## src/sv/tma_pkg.sv

```systemverilog
package tma_pkg;

   localparam int TMA_WINDOW_SIZE = 10;
   localparam int TEMP_W          = 9;
   localparam int TEMP_MAX        = 511;
   localparam int RECIP_SHIFT     = 20;

   localparam logic [TEMP_W-1:0] STEP_SIZE    = 9'd5;
   localparam logic [TEMP_W-1:0] SETPOINT_TOP = 9'd511;

   localparam logic [TEMP_W-1:0] MIN_SETPOINT_RST     = 9'd35;
   localparam logic [TEMP_W-1:0] MAX_SETPOINT_RST     = 9'd75;
   localparam logic [TEMP_W-1:0] MARGIN_RST           = 9'd5;
   localparam logic [TEMP_W-1:0] INITIAL_SETPOINT_RST = 9'd60;

   typedef enum logic [1:0] {
      CSR_MIN_SETPOINT     = 2'd0,
      CSR_MAX_SETPOINT     = 2'd1,
      CSR_MARGIN           = 2'd2,
      CSR_INITIAL_SETPOINT = 2'd3
   } tma_csr_type;

   typedef enum logic [1:0] {
      CMD_SAMPLE = 2'd0,
      CMD_UP     = 2'd1,
      CMD_DOWN   = 2'd2,
      CMD_LEAVE  = 2'd3
   } tma_cmd_type;

   typedef struct packed {
      logic [TEMP_W-1:0] average;
      logic [TEMP_W-1:0] latest;
      logic [TEMP_W-1:0] setpoint;
      logic              setting;
   } tma_state_type;

   typedef struct packed {
      logic              heater_on;
      logic              cooler_on;
      logic              lamp_on;
      logic              display_on;
      logic [TEMP_W-1:0] display_value;
      logic              in_setting;
      logic [TEMP_W-1:0] current_setpoint;
      logic [TEMP_W-1:0] average_temp;
   } tma_result_type;

endpackage

```

## src/sv/tma_core.sv

```systemverilog
module tma_core import tma_pkg::*; #(
   parameter int WINDOW_SIZE = TMA_WINDOW_SIZE
) (
   input  logic                clock,
   input  logic                reset,
   input  logic                accept,
   input  logic [1:0]          command,
   input  logic [9:0]          adc_reading,
   input  logic                sp_load,
   input  logic [TEMP_W-1:0]   sp_load_value,
   input  logic [TEMP_W-1:0]   min_setpoint,
   input  logic [TEMP_W-1:0]   max_setpoint,
   output tma_state_type       state,
   output logic                moved
);

   localparam int SLOT_W  = $clog2(WINDOW_SIZE);
   localparam int SUM_W   = $clog2(TEMP_MAX * WINDOW_SIZE + 1);
   localparam int RECIP   = ((1 << RECIP_SHIFT) + WINDOW_SIZE - 1) / WINDOW_SIZE;
   localparam int PROD_W  = SUM_W + RECIP_SHIFT;

   logic [TEMP_W-1:0] window_ff [WINDOW_SIZE];
   logic [SLOT_W-1:0] slot_ff, slot_in;
   logic [SUM_W-1:0]  sum_ff, sum_in;
   logic [TEMP_W-1:0] latest_ff, latest_in;
   logic [TEMP_W-1:0] setpoint_ff, setpoint_in;
   logic              setting_ff, setting_in;
   logic              primed_ff, primed_in;

   tma_cmd_type       cmd;
   logic [TEMP_W-1:0] temp;
   logic [TEMP_W:0]   step_up;
   logic              do_sample;
   logic [PROD_W-1:0] product;

   assign cmd       = tma_cmd_type'(command);
   assign temp      = adc_reading[9:1];
   assign step_up   = {1'b0, setpoint_ff} + {1'b0, STEP_SIZE};
   assign do_sample = accept && !setting_ff && (cmd == CMD_SAMPLE);

   always_comb begin
      slot_in     = slot_ff;
      sum_in      = sum_ff;
      latest_in   = latest_ff;
      setpoint_in = setpoint_ff;
      setting_in  = setting_ff;
      primed_in   = primed_ff;
      moved       = 1'b0;
      if (accept) begin
         if (!setting_ff) begin
            case (cmd)
               CMD_SAMPLE: begin
                  latest_in = temp;
                  if (!primed_ff) begin
                     sum_in    = SUM_W'(temp) * SUM_W'(WINDOW_SIZE);
                     slot_in   = '0;
                     primed_in = 1'b1;
                  end else begin
                     sum_in  = sum_ff - SUM_W'(window_ff[slot_ff]) + SUM_W'(temp);
                     slot_in = (slot_ff == SLOT_W'(WINDOW_SIZE - 1)) ? '0 : slot_ff + 1'b1;
                  end
               end
               CMD_UP, CMD_DOWN: begin
                  setting_in = 1'b1;
               end
               default: begin
               end
            endcase
         end else begin
            case (cmd)
               CMD_UP: begin
                  if (setpoint_ff < max_setpoint) begin
                     setpoint_in = (step_up > {1'b0, SETPOINT_TOP}) ? SETPOINT_TOP
                                                                    : step_up[TEMP_W-1:0];
                     moved       = 1'b1;
                  end
               end
               CMD_DOWN: begin
                  if (setpoint_ff > min_setpoint) begin
                     setpoint_in = (setpoint_ff >= STEP_SIZE) ? setpoint_ff - STEP_SIZE : '0;
                     moved       = 1'b1;
                  end
               end
               CMD_LEAVE: begin
                  setting_in = 1'b0;
               end
               default: begin
               end
            endcase
         end
      end
      if (sp_load) begin
         setpoint_in = sp_load_value;
      end
   end

   always_ff @(posedge clock) begin
      if (reset) begin
         slot_ff     <= '0;
         sum_ff      <= '0;
         latest_ff   <= '0;
         setpoint_ff <= INITIAL_SETPOINT_RST;
         setting_ff  <= 1'b0;
         primed_ff   <= 1'b0;
      end else begin
         slot_ff     <= slot_in;
         sum_ff      <= sum_in;
         latest_ff   <= latest_in;
         setpoint_ff <= setpoint_in;
         setting_ff  <= setting_in;
         primed_ff   <= primed_in;
      end
   end

   // first sample floods the whole window
   always_ff @(posedge clock) begin
      for (int i = 0; i < WINDOW_SIZE; i++) begin
         if (do_sample && (!primed_ff || slot_ff == SLOT_W'(i))) begin
            window_ff[i] <= temp;
         end
      end
   end

   // divide by the window size through a scaled reciprocal
   assign product = PROD_W'(sum_ff) * PROD_W'(RECIP);

   assign state.average  = product[RECIP_SHIFT +: TEMP_W];
   assign state.latest   = latest_ff;
   assign state.setpoint = setpoint_ff;
   assign state.setting  = setting_ff;

endmodule

```

## src/sv/tma_decide.sv

```systemverilog
module tma_decide import tma_pkg::*; (
   input  tma_state_type     state,
   input  logic [TEMP_W-1:0] margin,
   input  logic              blink,
   input  logic              moved,
   output tma_result_type    result
);

   logic signed [TEMP_W+1:0] avg_s, sp_s, mrg_s, upper, lower;
   logic                     below_upper, above_lower;

   assign avg_s = $signed({2'b00, state.average});
   assign sp_s  = $signed({2'b00, state.setpoint});
   assign mrg_s = $signed({2'b00, margin});
   assign upper = avg_s + mrg_s;
   assign lower = avg_s - mrg_s;

   assign below_upper = sp_s < upper;
   assign above_lower = sp_s > lower;

   always_comb begin
      result.heater_on        = 1'b0;
      result.cooler_on        = 1'b0;
      result.lamp_on          = 1'b0;
      result.in_setting       = state.setting;
      result.current_setpoint = state.setpoint;
      result.average_temp     = state.average;
      if (state.setting) begin
         result.display_on    = blink || moved;
         result.display_value = state.setpoint;
      end else begin
         result.display_on    = 1'b1;
         result.display_value = state.latest;
         if (below_upper && !above_lower) begin
            result.cooler_on = 1'b1;
            result.lamp_on   = 1'b1;
         end else if (!below_upper && above_lower) begin
            result.heater_on = 1'b1;
            result.lamp_on   = blink;
         end
      end
   end

endmodule

```

## src/sv/thermostat_with_moving_average.sv

```systemverilog
// Channel   Direction  Handshake            Word
// req       in         req_valid/req_stall  command, adc_reading, blink
// rsp       out        rsp_valid/rsp_stall  drives, display, mode, setpoint, average
// csr       in         csr_write            csr_index, csr_data
//
// One word per cycle while rsp_stall allows. State updates as the request is taken; the
// middle stage then divides the window sum by a reciprocal multiply and decides the
// drives into the result register when that register is free.
// Synchronous reset restores register defaults and empties both stages.
// A stalled result holds one word in the middle stage before req_stall rises.
module thermostat_with_moving_average import tma_pkg::*; #(
   parameter int WINDOW_SIZE = TMA_WINDOW_SIZE
) (
   input  logic              clock,
   input  logic              reset,
   input  logic              req_valid,
   output logic              req_stall,
   input  logic [1:0]        req_command,
   input  logic [9:0]        req_adc_reading,
   input  logic              req_blink,
   output logic              rsp_valid,
   input  logic              rsp_stall,
   output logic              rsp_heater_on,
   output logic              rsp_cooler_on,
   output logic              rsp_lamp_on,
   output logic              rsp_display_on,
   output logic [TEMP_W-1:0] rsp_display_value,
   output logic              rsp_in_setting,
   output logic [TEMP_W-1:0] rsp_current_setpoint,
   output logic [TEMP_W-1:0] rsp_average_temp,
   input  logic              csr_write,
   input  logic [1:0]        csr_index,
   input  logic [TEMP_W-1:0] csr_data
);

   logic [TEMP_W-1:0] min_sp_ff, min_sp_in;
   logic [TEMP_W-1:0] max_sp_ff, max_sp_in;
   logic [TEMP_W-1:0] margin_ff, margin_in;
   logic              sp_load;

   logic              mid_valid_ff, mid_valid_in;
   logic              mid_blink_ff, mid_blink_in;
   logic              mid_moved_ff, mid_moved_in;
   logic              rsp_valid_ff, rsp_valid_in;
   tma_result_type    rsp_data_ff, rsp_data_in;

   logic              accept, rsp_free, mid_advance, moved;
   tma_state_type     state;
   tma_result_type    result;

   always_comb begin
      min_sp_in = min_sp_ff;
      max_sp_in = max_sp_ff;
      margin_in = margin_ff;
      sp_load   = 1'b0;
      if (csr_write) begin
         case (tma_csr_type'(csr_index))
            CSR_MIN_SETPOINT:     min_sp_in = csr_data;
            CSR_MAX_SETPOINT:     max_sp_in = csr_data;
            CSR_MARGIN:           margin_in = csr_data;
            CSR_INITIAL_SETPOINT: sp_load   = 1'b1;
            default: begin
            end
         endcase
      end
   end

   assign rsp_free    = !rsp_valid_ff || !rsp_stall;
   assign mid_advance = mid_valid_ff && rsp_free;
   assign req_stall   = mid_valid_ff && !rsp_free;
   assign accept      = req_valid && !req_stall;

   tma_core #(
      .WINDOW_SIZE (WINDOW_SIZE)
   ) u_core (
      .clock         (clock),
      .reset         (reset),
      .accept        (accept),
      .command       (req_command),
      .adc_reading   (req_adc_reading),
      .sp_load       (sp_load),
      .sp_load_value (csr_data),
      .min_setpoint  (min_sp_ff),
      .max_setpoint  (max_sp_ff),
      .state         (state),
      .moved         (moved)
   );

   tma_decide u_decide (
      .state  (state),
      .margin (margin_ff),
      .blink  (mid_blink_ff),
      .moved  (mid_moved_ff),
      .result (result)
   );

   always_comb begin
      mid_valid_in = mid_valid_ff;
      mid_blink_in = mid_blink_ff;
      mid_moved_in = mid_moved_ff;
      rsp_valid_in = rsp_valid_ff;
      rsp_data_in  = rsp_data_ff;
      if (mid_advance) begin
         mid_valid_in = 1'b0;
      end
      if (accept) begin
         mid_valid_in = 1'b1;
         mid_blink_in = req_blink;
         mid_moved_in = moved;
      end
      if (rsp_free) begin
         rsp_valid_in = 1'b0;
      end
      if (mid_advance) begin
         rsp_valid_in = 1'b1;
         rsp_data_in  = result;
      end
   end

   always_ff @(posedge clock) begin
      if (reset) begin
         min_sp_ff    <= MIN_SETPOINT_RST;
         max_sp_ff    <= MAX_SETPOINT_RST;
         margin_ff    <= MARGIN_RST;
         mid_valid_ff <= 1'b0;
         rsp_valid_ff <= 1'b0;
      end else begin
         min_sp_ff    <= min_sp_in;
         max_sp_ff    <= max_sp_in;
         margin_ff    <= margin_in;
         mid_valid_ff <= mid_valid_in;
         rsp_valid_ff <= rsp_valid_in;
      end
   end

   always_ff @(posedge clock) begin
      mid_blink_ff <= mid_blink_in;
      mid_moved_ff <= mid_moved_in;
      rsp_data_ff  <= rsp_data_in;
   end

   assign rsp_valid            = rsp_valid_ff;
   assign rsp_heater_on        = rsp_data_ff.heater_on;
   assign rsp_cooler_on        = rsp_data_ff.cooler_on;
   assign rsp_lamp_on          = rsp_data_ff.lamp_on;
   assign rsp_display_on       = rsp_data_ff.display_on;
   assign rsp_display_value    = rsp_data_ff.display_value;
   assign rsp_in_setting       = rsp_data_ff.in_setting;
   assign rsp_current_setpoint = rsp_data_ff.current_setpoint;
   assign rsp_average_temp     = rsp_data_ff.average_temp;

endmodule
```

## config.mk

```make
export PLATFORM = sky130hd
export DESIGN_NAME = thermostat_with_moving_average
export DESIGN_NICKNAME = d
export VERILOG_FILES = /design/src/sv/tma_pkg.sv /design/src/sv/tma_core.sv /design/src/sv/tma_decide.sv /design/src/sv/thermostat_with_moving_average.sv
export SDC_FILE = /design/constraint.sdc
export NUM_CORES = 1
export LEC_CHECK = 0
export BUFFER_PORTS_ARGS = -buffer_cell sky130_fd_sc_hd__buf_2
export CAP_MARGIN = 20
export CORE_AREA = 2 2 156 158
export CTS_CLUSTER_DIAMETER = 60
export DETAILED_ROUTE_END_ITERATION = 10
export DIE_AREA = 0 0 158 160
export PLACE_DENSITY = 0.77
export SKIP_CTS_REPAIR_TIMING = 1
export SYNTH_ARGS = -nofsm -noshare
export SYNTH_HDL_FRONTEND = slang
export SYNTH_HIERARCHICAL = 1
export SYNTH_SLANG_ARGS = --single-unit
```

## constraint.sdc

```tcl
create_clock -name clock -period 17.6 [get_ports clock]
set_input_delay 0 -clock clock [delete_from_list [all_inputs] [get_ports clock]]
set_output_delay 0 -clock clock [all_outputs]
set_load 0.05 [all_outputs]
```

==> flow_summary.ini <==
[synth]
synth_top_area_cell = edfxtp_1
synth_warnings = 6
synth_area_leaders = edfxtp_1 27%, ha_1 15%, dfxtp_1 10%, fa_1 8.7%, inv_1 5.3%
synth_compound_area_share_pct = 12.3
avgSynthCellArea_um2 = 10.6
synth_fa_ha_area_share_pct = 23.5
muxShareOfSynthArea_pct = 6.83
synth_xor_area_share_pct = 2.59
ys_types = 79
yosys.cell_count.top_type = inv_1
syn_area_um2 = 13900
synth_edf_count = 124
yosys.area_share.simple_pct = 9.46
synth_top_family_by_area = adder cells
synth_top_area_share_pct = 26.8
synth_cells = 1312
ys_seq_area_share_pct = 37.0
synth_nets = 1566
synthArstFlopShare_pct = 0
synth_common_cells = 197 x inv_1, 165 x ha_1, 124 x edfxtp_1
ys_ff_latch = 194
synth_flop_cell = edfxtp_1

[sta]
rsz0062_at_grt = no
finalHoldViolCount = 0
post-route-period-util_pct = 45.7
setup_tns_ns = 0
tightest_slew_ns = 1.10
slew_violations = 0
fin_crit_ns = 8.05
slew_headroom_pct = 26.3
finalSetupViolations = 0
timing.fmax_mhz = 124
fin_skew_ns = 0.0100

[finish]
utilization_pct = 63.6
drive_gt1_share_pct = 11.9
biggestRegsByFlops = u_core/window_ff x90, u_core/sum_ff x13
fillers = 1882
top_register = u_core/window_ff
largest_reg_flops = 90
nets = 1615
syn_to_final_growth_pct = 9.18
finish.instance_area_um2 = 15100
antenna_cells = 0

[clock_network]
clk_latency_ns = 0.44
clkSinkCount = 194
cts_buffer_depth = 2
cts_max_level = 4
clk_pin_slew_ns = 0.08
cts_tree = yes
cts_buffers = 17
root_buffer = clkbuf_16

[flow_run]
drv_cap = 0

[placement]
post_dp_cell_area_um2 = 14200
portBuffers = 61
post-dp-hpwl_mm = 22.1
place.gp.congestion = 0.878

[grt]
grt_max_degree = 81
antenna_found_initial = 0
track_usage_pct = 24.9
globalRoute.totalOverflow = 0
grt_pass1_wl_mm = 48.7
grt_pass1_vias = 9490

[detailed_routing]
vias_per_cell = 5.72
ant_nets = 0
dr.first_iter.drc_count = 586
drt-total-wl_mm = 31.1
vias = 9709
drcViolationCount = 0
dr.pass1.iters = 5
wire_per_inst_um = 18.3

[power_and_ir_drop]
vdd_drop_max_v = 0.0000686
p_leak_nw = 6.62
powerDensity_nw_per_um2 = 87.1

[hold_path]
min_path_type = primary input to register
hold_depth = 3

[critical_path]
worstPathRequired_ns = 17.89
slowest_delay_ns = 0.56
crit_family = adder cells
cp_num_buf_inv = 4
endpoint_kind = register
cp.depth = 30
rr_worst_depth = 30
cp-start-kind = register
worst_ep_arrival_time_ns = 8.33
critPathKind = register to register
slowest_stage = fa_1
crit_fanout = 5

[run_status]
status = finished clean

[floorplan]
die_w_um = 158
die_h_um = 160
core-area_um2 = 23800
dieArea_um2 = 25300
initial_core_util_pct = 58.2
io_pins = 63
num_rows = 57
==> cells in the final DEF, fill, tap and decap left out, types with 6 or more instances in the layout <==
master	netlist	routed
xnor2_1	30	30
or2_2	6	6
a31oi_1	7	7
mux4_2	18	18
ha_1	165	165
mux2i_1	44	44
a211oi_1	21	21
nand2_1	73	73
buf_4	30	11
clkbuf_16	0	17
nor2_1	70	70
mux2_2	9	9
or3_1	7	7
nand2b_1	30	30
nand3_1	14	14
o31a_1	7	7
o21ai_0	42	42
inv_1	197	197
nand4_1	8	8
nor3_1	12	12
a21o_1	12	12
nor2b_1	17	17
o21a_1	7	7
edfxtp_1	124	124
xor2_1	11	11
a21oi_1	90	90
buf_2	10	61
fa_1	60	60
dlygate4sd3_1	0	26
o21bai_1	10	10
dfxtp_1	70	69
inv_8	0	7
==> report_power, final <==
group,switching [mW],leakage [nW],internal [mW],total (mW)
clock,0.195,0.291,0.193,0.389
sequential,0.0165,1.71,0.506,0.523
combinational,0.243,4.62,0.164,0.407
total,0.455,6.62,0.864,1.32
==> area by class of cell <==
type | count | area (um2) | area share (%)
timing repair buffer | 99 | 668 | 4.41
sequential | 194 | 5130 | 33.9
clock buffer | 17 | 425 | 2.81
tap | 324 | 405 | 2.68
multi-input combinational | 850 | 7600 | 50.2
inverter | 199 | 747 | 4.93
clock inverter | 15 | 168 | 1.11
==> cells by family after synthesis <==
logic type	Yosys count
AOI/OAI and AO/OA	253
adders and majority gates	225
xor gates and xnor gates	41
DFF	194
buffers and inverters	268
muxes	71
and+or+nand+nor	260
==> metrics by stage <==
step | hold WS, ns | std cells | power (mW) | worst slack, ns
global placement | 0.197 | 1633 | 0.913 | 9.79
detailed placement | 0.192 | 1633 | 0.928 | 9.60
floorplan | 0.0989 | 1312 | 0.854 | 10.52
global route | 0.0273 | 1698 | 1.39 | 8.99
finish | 0.0358 | 1698 | 1.32 | 9.55
CTS | -0.269 | 1665 | 1.32 | 9.53
==> worst paths after layout <==
check / start / to / slack [ns]
worst min register to register: u_core/latest_ff[6]$_SDFFE_PP0P_ / u_core/latest_ff[6]$_SDFFE_PP0P_ / 0.45
worst max-delay path: u_core/sum_ff[5]$_SDFFE_PP0P_ / rsp_lamp_on$_DFFE_PP_ / 9.55
worst min-delay path: csr_write / margin_ff[7]$_SDFFE_PP0P_ / 0.04
worst max register to register: u_core/sum_ff[5]$_SDFFE_PP0P_ / rsp_lamp_on$_DFFE_PP_ / 9.55
==> tightest hold or removal path: stages <==
cell and delay [ns]:
buf_2 0.14, nand3b_1 0.19, mux2i_1 0.10
==> metal layers <==
| layer | part of all wire (%) | track usage, % | vias up | wire length [um] |
|---|---|---|---|---|
| li1 | - | - | 4639 | - |
| met1 | 43 | 34.0 | 4700 | 13500 |
| met2 | 49 | 41.0 | 315 | 15200 |
| met3 | 5.6 | 4.18 | 55 | 1740 |
| met4 | 2.1 | 6.96 | 0 | 665 |
| met5 | 0 | 0 | - | 0 |
Note: power is estimated with default switching activity, not from simulation.
